==> config.mk <==
export PLATFORM = sky130hd
export DESIGN_NAME = event_queue_timer_scheduler_top
export DESIGN_NICKNAME = d
export VERILOG_FILES = /design/src/rtl/core/eqts_pkg.sv /design/src/rtl/core/event_queue_timer_scheduler_top.sv /design/src/rtl/core/eqts_ctrl.sv /design/src/rtl/core/eqts_datapath.sv
export SDC_FILE = /design/constraint.sdc
export NUM_CORES = 1
export LEC_CHECK = 0
export BUFFER_PORTS_ARGS = -buffer_cell sky130_fd_sc_hd__buf_2
export CORE_UTILIZATION = 30
export CTS_BUF_LIST = sky130_fd_sc_hd__clkbuf_8
export DETAILED_ROUTE_END_ITERATION = 8
export HOLD_SLACK_MARGIN = 0.05
export PLACE_DENSITY = 0.55
export SLEW_MARGIN = 20
export SYNTH_ARGS = -nofsm -noshare
export SYNTH_HDL_FRONTEND = slang
export SYNTH_SLANG_ARGS = --single-unit
==> constraint.sdc <==
create_clock -name aclk -period 6.6 [get_ports aclk]
set_input_delay 1.32 -clock aclk [delete_from_list [all_inputs] [get_ports aclk]]
set_output_delay 1.32 -clock aclk [all_outputs]
set_load 0.005 [all_outputs]
==> src/rtl/core/eqts_pkg.sv <==
// Package for the event queue and timer scheduler.
// Holds sizes, operation and status codes, controller states and command types.
`default_nettype none
package eqts_pkg;

    localparam int NUM_TASKS   = 4;
    localparam int QUEUE_DEPTH = 8;
    localparam int NUM_TIMERS  = 8;

    localparam int TASK_W  = (NUM_TASKS > 1) ? $clog2(NUM_TASKS) : 1;
    localparam int PTR_W   = (QUEUE_DEPTH > 1) ? $clog2(QUEUE_DEPTH) : 1;
    localparam int CNT_W   = $clog2(QUEUE_DEPTH + 1);
    localparam int SLOT_W  = (NUM_TIMERS > 1) ? $clog2(NUM_TIMERS) : 1;
    localparam int ADDR_W  = $clog2(NUM_TASKS * QUEUE_DEPTH);
    localparam int STORE_N = NUM_TASKS * QUEUE_DEPTH;

    typedef enum logic [2:0] {
        OP_POST     = 3'd0,
        OP_DISPATCH = 3'd1,
        OP_TICK     = 3'd2,
        OP_SET      = 3'd3,
        OP_RSET     = 3'd4,
        OP_DELETE   = 3'd5
    } op_t;

    typedef enum logic [2:0] {
        ST_OK        = 3'd0,
        ST_FULL      = 3'd1,
        ST_EXISTS    = 3'd2,
        ST_NO_TIMER  = 3'd3,
        ST_NOT_FOUND = 3'd4,
        ST_IDLE      = 3'd5,
        ST_BAD_TASK  = 3'd6
    } status_t;

    typedef enum logic [2:0] {
        S_IDLE,
        S_EXEC,
        S_SCAN,
        S_RDWAIT,
        S_DONE
    } state_t;

    // controller -> datapath
    typedef struct packed {
        logic load;       // capture input word
        logic exec;       // execute the op (post, dispatch read, task check)
        logic scan_step;  // process the current timer slot
        logic pop_done;   // finish dispatch once store data is back
        logic finish;     // present result
    } cmd_t;

    // datapath -> controller
    typedef struct packed {
        logic is_scan;    // op needs a timer scan
        logic is_pop;     // dispatch with a non-empty queue
        logic scan_end;   // scan is finished after this step
    } stat_t;

endpackage
`default_nettype wire

==> src/rtl/core/event_queue_timer_scheduler_top.sv <==
// Event queue and timer scheduler, top level.
// One request word in on s_axis, one result word out on m_axis.
// Request tdata: operation[2:0], task_id[10:3], signal[18:11], amount[34:19].
// Result tdata: status[2:0], out_task[4:3], out_signal[12:5], event_valid[13].
// One request is processed at a time. Post, dispatch and bad-task or unused
// codes run without a slot walk; tick, set, reload-set and delete walk the
// timer slots one per cycle until the scan stops, after 1 to 8 slots; a tick
// of zero skips the walk. Dispatch waits for the registered store read
// before its result is presented. The next request is accepted in the cycle
// after the result is taken.
// The result sits in an output register; s_tready stays low until it has
// been taken, so a stalled receiver holds the block with the result intact.
// Reset (aresetn low, synchronous) empties all queues and frees all timers;
// queue memory contents are not cleared.
`default_nettype none
module event_queue_timer_scheduler_top
    import eqts_pkg::*;
(
    input  wire logic        aclk,
    input  wire logic        aresetn,
    input  wire logic        s_tvalid,
    output logic             s_tready,
    // operation, task_id, signal, amount (from bit 0), zero pad
    input  wire logic [39:0] s_tdata,
    output logic             m_tvalid,
    input  wire logic        m_tready,
    // status, out_task, out_signal, event_valid (from bit 0), zero pad
    output logic [15:0]      m_tdata
);

    cmd_t        cmd;
    stat_t       stat;
    logic        in_ready;
    logic        in_fire;
    logic        out_free;
    logic        m_valid_reg;
    logic [2:0]  res_status;
    logic [1:0]  res_task;
    logic [7:0]  res_signal;
    logic        res_valid;

    assign s_tready = in_ready && !m_valid_reg;
    assign in_fire  = s_tvalid && s_tready;
    assign out_free = !m_valid_reg || m_tready;

    eqts_ctrl u_ctrl (
        .aclk     (aclk),
        .aresetn  (aresetn),
        .in_fire  (in_fire),
        .out_free (out_free),
        .stat     (stat),
        .in_ready (in_ready),
        .cmd      (cmd)
    );

    eqts_datapath u_dp (
        .aclk       (aclk),
        .aresetn    (aresetn),
        .cmd        (cmd),
        .in_op      (s_tdata[2:0]),
        .in_task    (s_tdata[10:3]),
        .in_signal  (s_tdata[18:11]),
        .in_amount  (s_tdata[34:19]),
        .stat       (stat),
        .res_status (res_status),
        .res_task   (res_task),
        .res_signal (res_signal),
        .res_valid  (res_valid)
    );

    // hold result word until taken
    always_ff @(posedge aclk) begin
        if (!aresetn) begin
            m_valid_reg <= 1'b0;
        end else if (cmd.finish) begin
            m_valid_reg <= 1'b1;
        end else if (m_tready) begin
            m_valid_reg <= 1'b0;
        end
    end

    assign m_tvalid = m_valid_reg;
    assign m_tdata  = {2'b00, res_valid, res_signal, res_task, res_status};

    // no new request while a result is pending
    a_no_overlap: assert property (@(posedge aclk) disable iff (!aresetn)
        m_valid_reg |-> !s_tready)
        else $error("request accepted with result pending");

    // event flag only with ok status
    a_valid_ok: assert property (@(posedge aclk) disable iff (!aresetn)
        (m_tvalid && m_tdata[13]) |-> (m_tdata[2:0] == ST_OK))
        else $error("event with non-ok status");

    // result appears only after a finish command
    a_result_src: assert property (@(posedge aclk) disable iff (!aresetn)
        $rose(m_valid_reg) |-> $past(cmd.finish))
        else $error("result without finish");

endmodule
`default_nettype wire

==> src/rtl/core/eqts_ctrl.sv <==
// Controller for the event queue and timer scheduler.
// Depends on eqts_pkg for states and command types.
`default_nettype none
module eqts_ctrl
    import eqts_pkg::*;
(
    input  wire logic  aclk,
    input  wire logic  aresetn,
    input  wire logic  in_fire,
    input  wire logic  out_free,
    input  wire stat_t stat,
    output logic       in_ready,
    output cmd_t       cmd
);

    state_t state_reg, state_next;

    // advance state
    always_ff @(posedge aclk) begin
        if (!aresetn) begin
            state_reg <= S_IDLE;
        end else begin
            state_reg <= state_next;
        end
    end

    // next state
    always_comb begin
        state_next = state_reg;
        case (state_reg)
            S_IDLE: begin
                if (in_fire) state_next = S_EXEC;
            end
            S_EXEC: begin
                if (stat.is_scan)     state_next = S_SCAN;
                else if (stat.is_pop) state_next = S_RDWAIT;
                else                  state_next = S_DONE;
            end
            S_SCAN: begin
                if (stat.scan_end) state_next = S_DONE;
            end
            S_RDWAIT: state_next = S_DONE;
            S_DONE: begin
                if (out_free) state_next = S_IDLE;
            end
            default: state_next = S_IDLE;
        endcase
    end

    // outputs
    always_comb begin
        cmd      = '0;
        in_ready = 1'b0;
        case (state_reg)
            S_IDLE: begin
                in_ready = 1'b1;
                cmd.load = in_fire;
            end
            S_EXEC:   cmd.exec = 1'b1;
            S_SCAN:   cmd.scan_step = 1'b1;
            S_RDWAIT: cmd.pop_done = 1'b1;
            S_DONE:   cmd.finish = out_free;
            default: ;
        endcase
    end

endmodule
`default_nettype wire

==> src/rtl/core/eqts_datapath.sv <==
// Datapath: task queues, queue store memory, timer pool and result register.
// Depends on eqts_pkg; driven by eqts_ctrl commands.
`default_nettype none
module eqts_datapath
    import eqts_pkg::*;
(
    input  wire logic        aclk,
    input  wire logic        aresetn,
    input  wire cmd_t        cmd,
    input  wire logic [2:0]  in_op,
    input  wire logic [7:0]  in_task,
    input  wire logic [7:0]  in_signal,
    input  wire logic [15:0] in_amount,
    output stat_t            stat,
    output logic [2:0]       res_status,
    output logic [1:0]       res_task,
    output logic [7:0]       res_signal,
    output logic             res_valid
);

    // captured request
    logic [2:0]  op_reg;
    logic [7:0]  task_reg;
    logic [7:0]  sig_reg;
    logic [15:0] amt_reg;

    // queue control
    logic [PTR_W-1:0] head_reg [NUM_TASKS];
    logic [PTR_W-1:0] tail_reg [NUM_TASKS];
    logic [CNT_W-1:0] count_reg [NUM_TASKS];

    // queue store, one write and one read port
    logic [7:0]        store_mem [STORE_N];
    logic [7:0]        rd_data_reg;
    logic              wr_en;
    logic [ADDR_W-1:0] wr_addr;
    logic [7:0]        wr_data;
    logic              rd_en;
    logic [ADDR_W-1:0] rd_addr;

    // timer pool
    logic              t_active_reg [NUM_TIMERS];
    logic              t_repeat_reg [NUM_TIMERS];
    logic [TASK_W-1:0] t_owner_reg  [NUM_TIMERS];
    logic [7:0]        t_sig_reg    [NUM_TIMERS];
    logic [15:0]       t_rem_reg    [NUM_TIMERS];
    logic [15:0]       t_rel_reg    [NUM_TIMERS];
    logic [SLOT_W-1:0] slot_reg;

    logic [2:0]        status_reg;
    logic [TASK_W-1:0] otask_reg;
    logic              ovalid_reg;
    logic              done_reg;

    logic              task_ok;
    logic [TASK_W-1:0] tsk;
    logic              any_ne;
    logic [TASK_W-1:0] pop_t;
    logic              is_set;
    logic              slot_match;
    logic              slot_last;
    logic              expire;
    logic [TASK_W-1:0] own;

    assign task_ok = ({24'd0, task_reg} < NUM_TASKS);
    assign tsk     = task_reg[TASK_W-1:0];
    assign is_set  = (op_reg == OP_SET) || (op_reg == OP_RSET);

    // lowest non-empty queue
    always_comb begin
        any_ne = 1'b0;
        pop_t  = '0;
        for (int t = NUM_TASKS - 1; t >= 0; t--) begin
            if (count_reg[t] != '0) begin
                any_ne = 1'b1;
                pop_t  = TASK_W'(t);
            end
        end
    end

    // current slot terms
    assign own        = t_owner_reg[slot_reg];
    assign slot_match = t_active_reg[slot_reg] && ({24'd0, task_reg} == 32'(own))
                        && (t_sig_reg[slot_reg] == sig_reg);
    assign slot_last  = (32'(slot_reg) == NUM_TIMERS - 1);
    assign expire     = t_active_reg[slot_reg] && (t_rem_reg[slot_reg] <= amt_reg);

    // a tick of zero elapsed time skips the scan
    assign stat.is_scan = ((op_reg == OP_TICK) && (amt_reg != '0))
                        || (task_ok && (is_set || op_reg == OP_DELETE));
    assign stat.is_pop  = (op_reg == OP_DISPATCH) && any_ne;
    assign stat.scan_end = slot_last || done_reg
                        || (is_set && (slot_match || !t_active_reg[slot_reg]))
                        || ((op_reg == OP_DELETE) && slot_match);

    // store ports
    always_comb begin
        wr_en   = 1'b0;
        wr_addr = '0;
        wr_data = sig_reg;
        rd_en   = cmd.exec && stat.is_pop;
        rd_addr = ADDR_W'(32'(pop_t) * QUEUE_DEPTH + 32'(head_reg[pop_t]));
        if (cmd.exec && op_reg == OP_POST && task_ok
            && 32'(count_reg[tsk]) < QUEUE_DEPTH) begin
            wr_en   = 1'b1;
            wr_addr = ADDR_W'(32'(tsk) * QUEUE_DEPTH + 32'(tail_reg[tsk]));
        end
        if (cmd.scan_step && !done_reg && op_reg == OP_TICK && amt_reg != '0 && expire
            && 32'(count_reg[own]) < QUEUE_DEPTH) begin
            wr_en   = 1'b1;
            wr_data = t_sig_reg[slot_reg];
            wr_addr = ADDR_W'(32'(own) * QUEUE_DEPTH + 32'(tail_reg[own]));
        end
    end

    always_ff @(posedge aclk) begin
        if (wr_en) store_mem[wr_addr] <= wr_data;
        if (rd_en) rd_data_reg <= store_mem[rd_addr];
    end

    // capture request
    always_ff @(posedge aclk) begin
        if (cmd.load) begin
            op_reg   <= in_op;
            task_reg <= in_task;
            sig_reg  <= in_signal;
            amt_reg  <= in_amount;
        end
    end

    // queues, timers and result
    always_ff @(posedge aclk) begin
        if (!aresetn) begin
            for (int t = 0; t < NUM_TASKS; t++) begin
                head_reg[t]  <= '0;
                tail_reg[t]  <= '0;
                count_reg[t] <= '0;
            end
            for (int i = 0; i < NUM_TIMERS; i++) begin
                t_active_reg[i] <= 1'b0;
                t_repeat_reg[i] <= 1'b0;
            end
            slot_reg   <= '0;
            done_reg   <= 1'b0;
            status_reg <= ST_OK;
            otask_reg  <= '0;
            ovalid_reg <= 1'b0;
            res_status <= ST_OK;
            res_task   <= '0;
            res_signal <= '0;
            res_valid  <= 1'b0;
        end else begin
            if (cmd.load) begin
                slot_reg   <= '0;
                done_reg   <= 1'b0;
                status_reg <= ST_OK;
                otask_reg  <= '0;
                ovalid_reg <= 1'b0;
            end
            if (cmd.exec) begin
                case (op_reg)
                    OP_POST: begin
                        if (!task_ok) begin
                            status_reg <= ST_BAD_TASK;
                        end else if (32'(count_reg[tsk]) >= QUEUE_DEPTH) begin
                            status_reg <= ST_FULL;
                        end else begin
                            tail_reg[tsk]  <= (32'(tail_reg[tsk]) + 1 >= QUEUE_DEPTH)
                                              ? '0 : tail_reg[tsk] + 1'b1;
                            count_reg[tsk] <= count_reg[tsk] + 1'b1;
                        end
                    end
                    OP_DISPATCH: begin
                        if (any_ne) begin
                            head_reg[pop_t]  <= (32'(head_reg[pop_t]) + 1 >= QUEUE_DEPTH)
                                                ? '0 : head_reg[pop_t] + 1'b1;
                            count_reg[pop_t] <= count_reg[pop_t] - 1'b1;
                            otask_reg        <= pop_t;
                            ovalid_reg       <= 1'b1;
                        end else begin
                            status_reg <= ST_IDLE;
                        end
                    end
                    OP_SET, OP_RSET, OP_DELETE: begin
                        if (!task_ok) status_reg <= ST_BAD_TASK;
                    end
                    default: ;
                endcase
            end
            // one timer slot per cycle
            if (cmd.scan_step && !done_reg) begin
                slot_reg <= slot_reg + 1'b1;
                case (op_reg)
                    OP_TICK: begin
                        if (t_active_reg[slot_reg]) begin
                            if (!expire) begin
                                t_rem_reg[slot_reg] <= t_rem_reg[slot_reg] - amt_reg;
                            end else begin
                                if (32'(count_reg[own]) < QUEUE_DEPTH) begin
                                    tail_reg[own]  <= (32'(tail_reg[own]) + 1 >= QUEUE_DEPTH)
                                                      ? '0 : tail_reg[own] + 1'b1;
                                    count_reg[own] <= count_reg[own] + 1'b1;
                                end
                                if (t_repeat_reg[slot_reg])
                                    t_rem_reg[slot_reg] <= t_rel_reg[slot_reg];
                                else
                                    t_active_reg[slot_reg] <= 1'b0;
                            end
                        end
                    end
                    OP_SET, OP_RSET: begin
                        if (slot_match) begin
                            status_reg <= ST_EXISTS;
                            done_reg   <= 1'b1;
                        end else if (!t_active_reg[slot_reg]) begin
                            t_active_reg[slot_reg] <= 1'b1;
                            t_owner_reg[slot_reg]  <= tsk;
                            t_sig_reg[slot_reg]    <= sig_reg;
                            t_rem_reg[slot_reg]    <= amt_reg;
                            t_rel_reg[slot_reg]    <= amt_reg;
                            t_repeat_reg[slot_reg] <= (op_reg == OP_RSET);
                            done_reg               <= 1'b1;
                        end else if (slot_last) begin
                            status_reg <= ST_NO_TIMER;
                        end
                    end
                    OP_DELETE: begin
                        if (slot_match) begin
                            t_active_reg[slot_reg] <= 1'b0;
                            t_repeat_reg[slot_reg] <= 1'b0;
                            done_reg               <= 1'b1;
                        end else if (slot_last) begin
                            status_reg <= ST_NOT_FOUND;
                        end
                    end
                    default: ;
                endcase
            end
            // present result
            if (cmd.finish) begin
                res_status <= status_reg;
                res_task   <= 2'(otask_reg);
                res_signal <= ovalid_reg ? rd_data_reg : 8'd0;
                res_valid  <= ovalid_reg;
            end
        end
    end

endmodule
`default_nettype wire

Yosys cells after proc, flatten, opt, wreduce, memory -nomap -nowiden
Memories as Yosys holds them, arrays and structs flattened. A register that Yosys moved wholly into a read port is not among the register bits.
Cells that the tools add are included.
Widths: inputs -> output; s select.
Word-level totals
  logic and storage cells: 272
  bits of input ports: 44
  bits in writable memories: 648
  output and inout port bits: 18
  memories: 10
  bits in registers: 63
Cells by class
  muxes and demuxes: 155
  order comparisons: 8
  add/subtract/negate cells: 14
  reduce and logical (&&, ||, !) cells: 50
  bitwise gates (word level): 5
  eq/ne operators: 15
Memories
  u_dp.store_mem: depth 32, width 8, read ports 1, clocked after memory_dff 1, wr ports 1, RTL line eqts_datapath.sv:33  | logic [7:0] store_mem [STORE_N];
  u_dp.t_rel_reg: depth 8, width 16, read ports 1, clocked after memory_dff 1, wr ports 1, RTL line eqts_datapath.sv:47  | logic [15:0] t_rel_reg [NUM_TIMERS];
  u_dp.t_rem_reg: depth 8, width 16, read ports 1, clocked after memory_dff 1, wr ports 1, RTL line eqts_datapath.sv:46  | logic [15:0] t_rem_reg [NUM_TIMERS];
  u_dp.t_sig_reg: depth 8, width 8, read ports 1, clocked after memory_dff 1, wr ports 1, RTL line eqts_datapath.sv:45  | logic [7:0] t_sig_reg [NUM_TIMERS];
  u_dp.count_reg: depth 4, width 4, read ports 7, clocked after memory_dff 1, wr ports 4, RTL line eqts_datapath.sv:30  | logic [CNT_W-1:0] count_reg [NUM_TASKS];
  u_dp.t_owner_reg: depth 8, width 2, read ports 1, clocked after memory_dff 1, wr ports 1, RTL line eqts_datapath.sv:44  | logic [TASK_W-1:0] t_owner_reg [NUM_TIMERS];
  4 more memories
Operators by type and width (count)
  $mux 3: 39
  $ge 32x4->1 const B: 3
  $mux 1: 87
  $mux 16: 2
  $mux 2: 16
  $logic_and 1x1->1: 19
  $le 16x16->1: 1
  $mux 8: 2
  $reduce_bool 16->1: 1
  $reduce_bool 4->1: 4
  $sub 16x16->16: 1
  $add 5x3->5: 3
  $pmux 3 s5: 1
  $add 3x1->3 const B: 4
  $add 3x1->4 const B: 3
  $eq 3x2->1 const B: 4
  $eq 3x3->1 const B: 4
  $mux 4: 3
  $reduce_or 3->1: 4
  $reduce_or 4->1: 3
  $mux 5: 2
  $pmux 3 s3: 1
  $add 4x1->4 const B: 2
  $eq 8x2->1: 1
  other kinds (18): 37

Logic depth before layout (Yosys ltp)
Gate-level depths: netlist of the first run.
  depth after elaboration: 15
  depth in mapped cells: 20
  mapped depth without buffers: 12

Cells and area by module
From an unflattened synthesis of the first run, not the netlist that was laid out.
Unflattened totals
  cells, all modules: 1944
  area, all modules: 30668.2 µm²
By module, submodules not included
  eqts_datapath: area an instance 30302.8 µm², seq. area each 21170.3 µm², cells each 1897, instances 1
  eqts_ctrl: area an instance 282.8 µm², seq. area each 60.1 µm², cells each 37, instances 1
  event_queue_timer_scheduler_top: area an instance 82.6 µm², seq. area each 20.0 µm², cells each 10, instances 1

Worst setup path after synthesis of the first run
Ideal clock, no wire load.
  kind: reg2reg
  from: reg (tool-made name)
  to: mem u_dp.store_mem[0][5] (data pin)
  path slack: 0.202 ns
  buffers on the path: 8
  data required time: 6.146 ns
  cell stages (with the launch flop): 19
  period minus slack after synthesis: 6.398 ns
  setup time: 0.454 ns
  arrival time: 5.944 ns
  path through: dfxtp_1 > buf_2 > buf_2 > buf_2 > clkbuf_1 > clkbuf_1 > clkbuf_1 > mux4_2 > mux2_2 > ha_1 > a211oi_1 > o21bai_1 > a211oi_1 > nor2_1 > a21o_1 > clkbuf_1 > nand3_1 > clkbuf_1 > o21ai_0
RTL lines (RTL line)
  to (decl): eqts_datapath.sv:33

==> results of run 1 <==
==> synthesized netlist by cell type (20+ instances only) <==
library cell	instances	share of area
a21boi_0	22	0.0054
a21oi_1	58	0.0094
nor2_1	112	0.014
a22oi_1	23	0.0056
edfxtp_1	675	0.66
o22ai_1	21	0.0043
mux2i_1	120	0.039
mux4_2	92	0.067
clkbuf_1	66	0.0081
a31oi_1	33	0.0067
nor3_1	27	0.0044
mux2_2	23	0.0084
nand3_1	76	0.012
nand2_1	230	0.028
dfxtp_1	49	0.032
buf_2	20	0.0033
o21ai_0	53	0.0086
inv_1	46	0.0056
ha_1	25	0.010
==> worst max-delay path: stages, from the launching register on <==
cell	delay, ps
dfxtp_4	700
mux4_2	570
mux2_2	310
ha_1	370
nor2b_1	210
o2111ai_1	190
a211oi_1	320
nor2_1	160
a21oi_2	440
buf_4	320
or3_1	440
a211oi_1	120
o31ai_1	780
==> path summary, 6_finish.rpt <==
path / slack (ps) / start / to
setup reg to reg: 1260 / flip-flop / u_dp.t_rem_reg[7][14]$_DFFE_PP_
setup / recovery: 1260 / flip-flop / u_dp.t_rem_reg[7][14]$_DFFE_PP_
hold / removal: 470 / u_dp.res_status[0]$_SDFFE_PN0P_ / u_dp.res_status[0]$_SDFFE_PN0P_
hold reg to reg: 470 / u_dp.res_status[0]$_SDFFE_PN0P_ / u_dp.res_status[0]$_SDFFE_PN0P_
==> metrics by stage <==
stage | std cells | worst slack (ps)
2_1_floorplan | 2035 | 202
3_3_place_gp | 3413 | 1210
3_5_place_dp | 3413 | 1010
5_1_grt | 3627 | 931
6_report | 3627 | 1260
4_1_cts | 3624 | 1110
==> placed cells by master, fill, tap and decap left out, types with 11 or more instances in the layout <==
master / synthesis / routed
a211oi_1: 11 / 11
xnor2_1: 13 / 13
a31oi_1: 33 / 33
nor3_2: 1 / 11
dfxtp_1: 49 / 46
nand3_1: 76 / 76
a22oi_1: 23 / 23
o21ai_0: 53 / 45
nand2_1: 230 / 229
clkbuf_8: 0 / 120
nor2_1: 112 / 104
mux2i_1: 120 / 119
ha_1: 25 / 25
nand4_1: 18 / 18
a21o_1: 12 / 12
edfxtp_1: 675 / 675
and2_1: 14 / 14
inv_1: 46 / 90
mux4_2: 92 / 92
clkinv_1: 0 / 23
buf_4: 4 / 53
mux2_2: 23 / 23
a21boi_0: 22 / 22
o22ai_1: 21 / 21
nor4_1: 15 / 15
buf_2: 20 / 54
o211ai_1: 16 / 16
nand2b_1: 14 / 14
a32oi_1: 11 / 11
a21oi_1: 58 / 57
nor3_1: 27 / 17
==> cell type report <==
cell class / count / share of cell area
antenna: 1 / 0.0000712
inverter: 50 / 0.00545
timing repair buffer: 110 / 0.0208
tap: 1368 / 0.0487
sequential: 724 / 0.605
multi-input combinational: 1163 / 0.257
clock inverter: 91 / 0.0153
clock buffer: 120 / 0.0470
==> kinds of logic after synthesis <==
family	Yosys count
AOI/OAI and AO/OA	319
xor gates and xnor gates	19
adders and majority gates	26
buffers and inverters	148
DFF	724
muxes	238
other	1
and+or+nand+nor	559
==> layer usage <==
layer  part of all wire  routed length [µm]
met1               0.44               33700
met2               0.49               37100
met3              0.052                3990
met4              0.021                1600
met5                  0                   0
==> power by group through the flow <==
stage               registers, mW  logic, mW  clock network [mW]
floorplan                    5.26      0.381                   0
global placement             5.30      0.544                   0
detailed placement           5.30      0.557                   0
CTS                          5.20      0.561                3.77
global route                 5.21      0.609                3.96
finish                       5.21      0.558                3.67
==> impl_results.md, run 1 <==
- RSZ-0062 raised after global routing: no
- Final Skew: about 80 ps
- Dpl hpwl: ~48 mm
- Simple-Gate Fraction of Synth Area: 0.0840
- Met2 GRT Util: 0.244
- Worst EP required: 6960 ps
- CTS tree: done
- Die Wd: between 300 and 400 µm
- Data arrival, critical path: around 5700 ps
- Vias in the first global route: 18.6k
- IO Pins: 62
- Setup Total Neg Slack: 0 ps
- Tcrit/Tclk final: 0.809
- Post-synth EDFFs: ~680
- Worst-skew pair later-pin latency: around 770 ps
- Max Cap Viol: 0
- Crit. End Element: flip-flop
- Max reg flops: about 260
- Routed vias/inst: 5.02
- Post-CTS Resized: 0
- Post-CTS Setup Inserts: 0
- Total gr overflow: 0
- Initial core utilization: 0.302
- Sequential cell area: approximately 0.021 mm²
- Yosys warns: 0
- XOR/XNOR Fraction of Synth Area: 0.00541
- CTS Buffer Depth: 3
- WHS: roughly 470 ps
- CTS clk-pin slew, worst paths: ~60 ps
- Nets: 2231
- Final count of hold timing violations: 0
- Final number of setup-violating endpoints: 0
- Hold Crit Class: reg2reg
- Pwr Total: 9.43 mW
- Layout cell share with drive strength beyond 1: 0.190
- Synthesized flop and latch total: between 700 and 800
- Flop pwr share: 0.552
- Root Buffer: clkbuf_8
- Largest net degree at the start of global routing: 70
- Post-synthesis compound-gate area fraction: 0.0718
- P_int: 7.17 mW
- Clock sink total: roughly 720
- Mapped Area: about 0.031 mm²
- Std-Cell Rows: around 120
- Logic pwr share: 0.059
- Clk network pwr share: 0.389
- Leak: between 10 and 15 nW
- Post-CTS Hold Buffers: 0
- Core ar.: slightly above 0.1 mm²
- Switching Fraction: 0.240
- All-Layer GR Usage: 0.147
- Post-synthesis sequential area ratio: 0.691
- Die Ht: approximately 320 µm
- CTS buffer count: 112
- Syn_area_per_cell: 15.1 µm²
- Met1 Usage GRT: 0.195
- Initial antenna violation count: 2
- H-tree Lvls: 3
- GR Layer Usage met3: 0.0263
- Hold path depth: 2
- Post-route DRC: 0
- Busiest grt layer: met2
- # fillers: between 9k and 10k
- WS Path Type: reg2reg
- Largest family of logic cells by synthesized area: multiplexers
- Startpoint Class: flip-flop
- Via Count: ~18k
- GP Congestion: around 0.84
- Post-synthesis mux area share: 0.117
- Area growth, synth to finish: 14.3%
- Die ar.: ~0.10 mm²
- Asr flop ratio synth: 0
- Drt pass-1 iters: 5
- Multi-input logic area: between 0.009 and 0.01 mm²
- Synthesized instance count: 2034
- Peak Freq: ~190 MHz
- Fin area: 0.0351 mm²
- DP Area: approximately 0.033 mm²
- Slew Limit Fails: 0
- Most used DFF post-synth: edfxtp_1
- Antenna Nets Post-Route: 0
- CP max FO: 28
- R2r worst-path depth: 12
- Status: finished clean
- First-pass GRT wire length: about 120 mm
- DRT iter0 DRCs: about 1.5k
- P_sw: about 2.3 mW
- Count of different cell masters after synthesis: 78
- Adder-cell share of the synthesized area: 0.0108
- Least-Margin Pin Slew: about 1200 ps
- PD cells: between 200 and 300 mW/mm²
- Core Util, Final: 0.345
- Max VDD drop: 149 µV
- IO Port Bufs: 54
- Detailed-route wire length per cell: between 20 and 25 µm
- Total wire length: between 70 and 80 mm
- Tmin final: roughly 5300 ps
- Relative slew slack: 0.212
Note: power is estimated with default switching activity, not from simulation.
==> inputs of run 2 (changes only) <==
- clock period: 6.6 -> 4.8 ns (I/O delays scaled with it)
==> run 2 against run 1 <==
Compared with the run above: total power rose by 41%; critical path depth is 1 higher; clock power grew 44%; setup slack worse by 1000 ps; count of clock-buffer cells in the layout grew 3; sequential power up 37%; worst hold slack lost 120 ps; global-route usage rose by 0.37 points; wire length is 1.4% higher; cell count rose by 1.7%; via count increased by 1.1%; largest power group unchanged.
==> impl_results.md, run 2 (same netlist as run 1, synthesis figures left out) <==
- Status: finished clean
- Worst-skew pair later-pin latency: 790 ps
- Startpoint Class: flip-flop
- Largest net degree at the start of global routing: 70
- Buf/Inv on CP: 2
- Die Wd: about 320 µm
- Tmin final: ~4500 ps
- Max Cap Viol: 0
- Root Buffer: clkbuf_8
- CP max FO: 13
- Die ar.: between 0.1 and 0.15 mm²
- IO Pins: just over 60
- Max VDD drop: 209 µV
- CTS clk-pin slew, worst paths: around 60 ps
- CP delay by family, top: simple AND/OR/NAND/NOR gates
- Final count of hold timing violations: 0
- Clock sink total: around 720
- DP Area: approximately 0.033 mm²
- Nets: 2292
- First-pass GRT wire length: between 100 and 150 mm
- # fillers: just under 10k
- Worst path cell trace: buf_12 > mux4_2 > mux2_2 > ha_1 > nor2b_1 > o2111ai_1 > a211oi_1 > nor2_2 > a21oi_4 > nor3_1 > buf_4 > or4b_2 > and3_1
- Least-Margin Pin Slew: 1110 ps
- Leading cell type in the layout, fill and taps excluded: edfxtp_1
- Multi-input logic area: 0.00921 mm²
- CTS tree: done
- Vias in the first global route: about 19k
- Routed vias/inst: around 5
- Hold Crit Class: in2reg
- CTS Buffer Depth: 3
- Core ar.: between 0.1 and 0.15 mm²
- Crit. End Element: flip-flop
- Tcrit/Tclk final: 0.947
- Post-CTS Hold Buffers: 0
- Max reg flops: between 200 and 300
- Die Ht: about 320 µm
- DRT iter0 DRCs: around 1.6k
- Post-route DRC: 0
- Layout cell share with drive strength beyond 1: 0.224
- Fin area: between 0.03 and 0.04 mm²
- GP Congestion: ~0.89
- WS Path Type: reg2reg
- All-Layer GR Usage: 0.151
- Worst EP required: between 5000 and 6000 ps
- Final Skew: roughly 60 ps
- Dpl hpwl: ~50 mm
- H-tree Lvls: 3
- Setup Total Neg Slack: 0 ps
- Total wire length: between 70 and 80 mm
- Final number of setup-violating endpoints: 0
- Most frequent cells in the layout: 675 x edfxtp_1, 228 x nand2_1, 123 x clkbuf_8
- PD cells: roughly 370 mW/mm²
- Leak: about 12 nW
- Slowest stage cell, crit path: or4b_2
- Slew Limit Fails: 0
- Drt pass-1 iters: 6
- Data arrival, critical path: around 5000 ps
- Initial antenna violation count: 2
- Sequential cell area: approximately 0.021 mm²
- Via Count: about 18k
- Std-Cell Rows: approximately 120
- Area growth, synth to finish: 16.8%
- IO Port Bufs: 54
- Antenna Nets Post-Route: 0
- Relative slew slack: 0.258
- Total gr overflow: 0
- Peak Freq: 220 MHz
- Largest stage delay on the critical path: around 630 ps
- Initial core utilization: 0.302
- Detailed-route wire length per cell: between 20 and 25 µm
- CTS buffer count: around 120
## run 2: path summary, 6_finish.rpt
check                           cells past startpoint                            start  slack, ps                               to
worst max-delay path                               13                        flip-flop        250  u_dp.t_rem_reg[0][10]$_DFFE_PP_
worst min register to register                      2  u_dp.res_signal[3]$_SDFFE_PN0P_        470  u_dp.res_signal[3]$_SDFFE_PN0P_
worst min-delay path                                1                      s_tdata[12]        350        u_dp.sig_reg[1]$_DFFE_PP_
worst max register to register                     13                        flip-flop        250  u_dp.t_rem_reg[0][10]$_DFFE_PP_
## run 2: final cells by class
| class | instances | area share |
|---|---|---|
| diodes | 3 | 0.000209 |
| clock buffers | 123 | 0.0471 |
| clock inverters | 91 | 0.0178 |
| inverters | 50 | 0.00533 |
| multi-input cells | 1163 | 0.257 |
| flip-flops and latches | 724 | 0.592 |
| well taps | 1368 | 0.0477 |
| repair buffers | 166 | 0.0330 |
## run 2: timing repair
| item | in CTS | in global routing |
|---|---|---|
| setup buffers | 0 | 4 |
| endpoints found under the setup margin | 0 | 215 |
| endpoints found under the hold margin | 0 | 0 |
| gates resized for setup | 0 | 14 |
## run 2: through the flow
step                      std cells  worst slack [ps]  hold WS, ps  total power, mW   util
after floorplan                2035              5.81          441             7.76      -
after global placement         3466               144          449             8.06  0.329
after detailed placement       3466               116          461             8.09  0.329
after CTS                      3680              32.9          258             13.4  0.352
after global routing           3687             -61.7          282             13.8  0.353
final                          3688               253          349             13.3  0.353
## run 2: metal layers
metal | track usage | vias up | part of all wire
met2 | 0.256 | 511 | 0.50
met1 | 0.193 | 9379 | 0.43
met3 | 0.0256 | 139 | 0.046
met5 | 0 | - | 0
li1 | - | 8365 | -
met4 | 0.0537 | 0 | 0.028
## run 2: power breakdown
part           switching [mW]  total [mW]  internal, mW  leakage (nW)
Combinational           0.539       0.825         0.286          4.12
Sequential             0.0963        7.14          7.05          6.54
Clock                    2.47        5.29          2.82          1.35
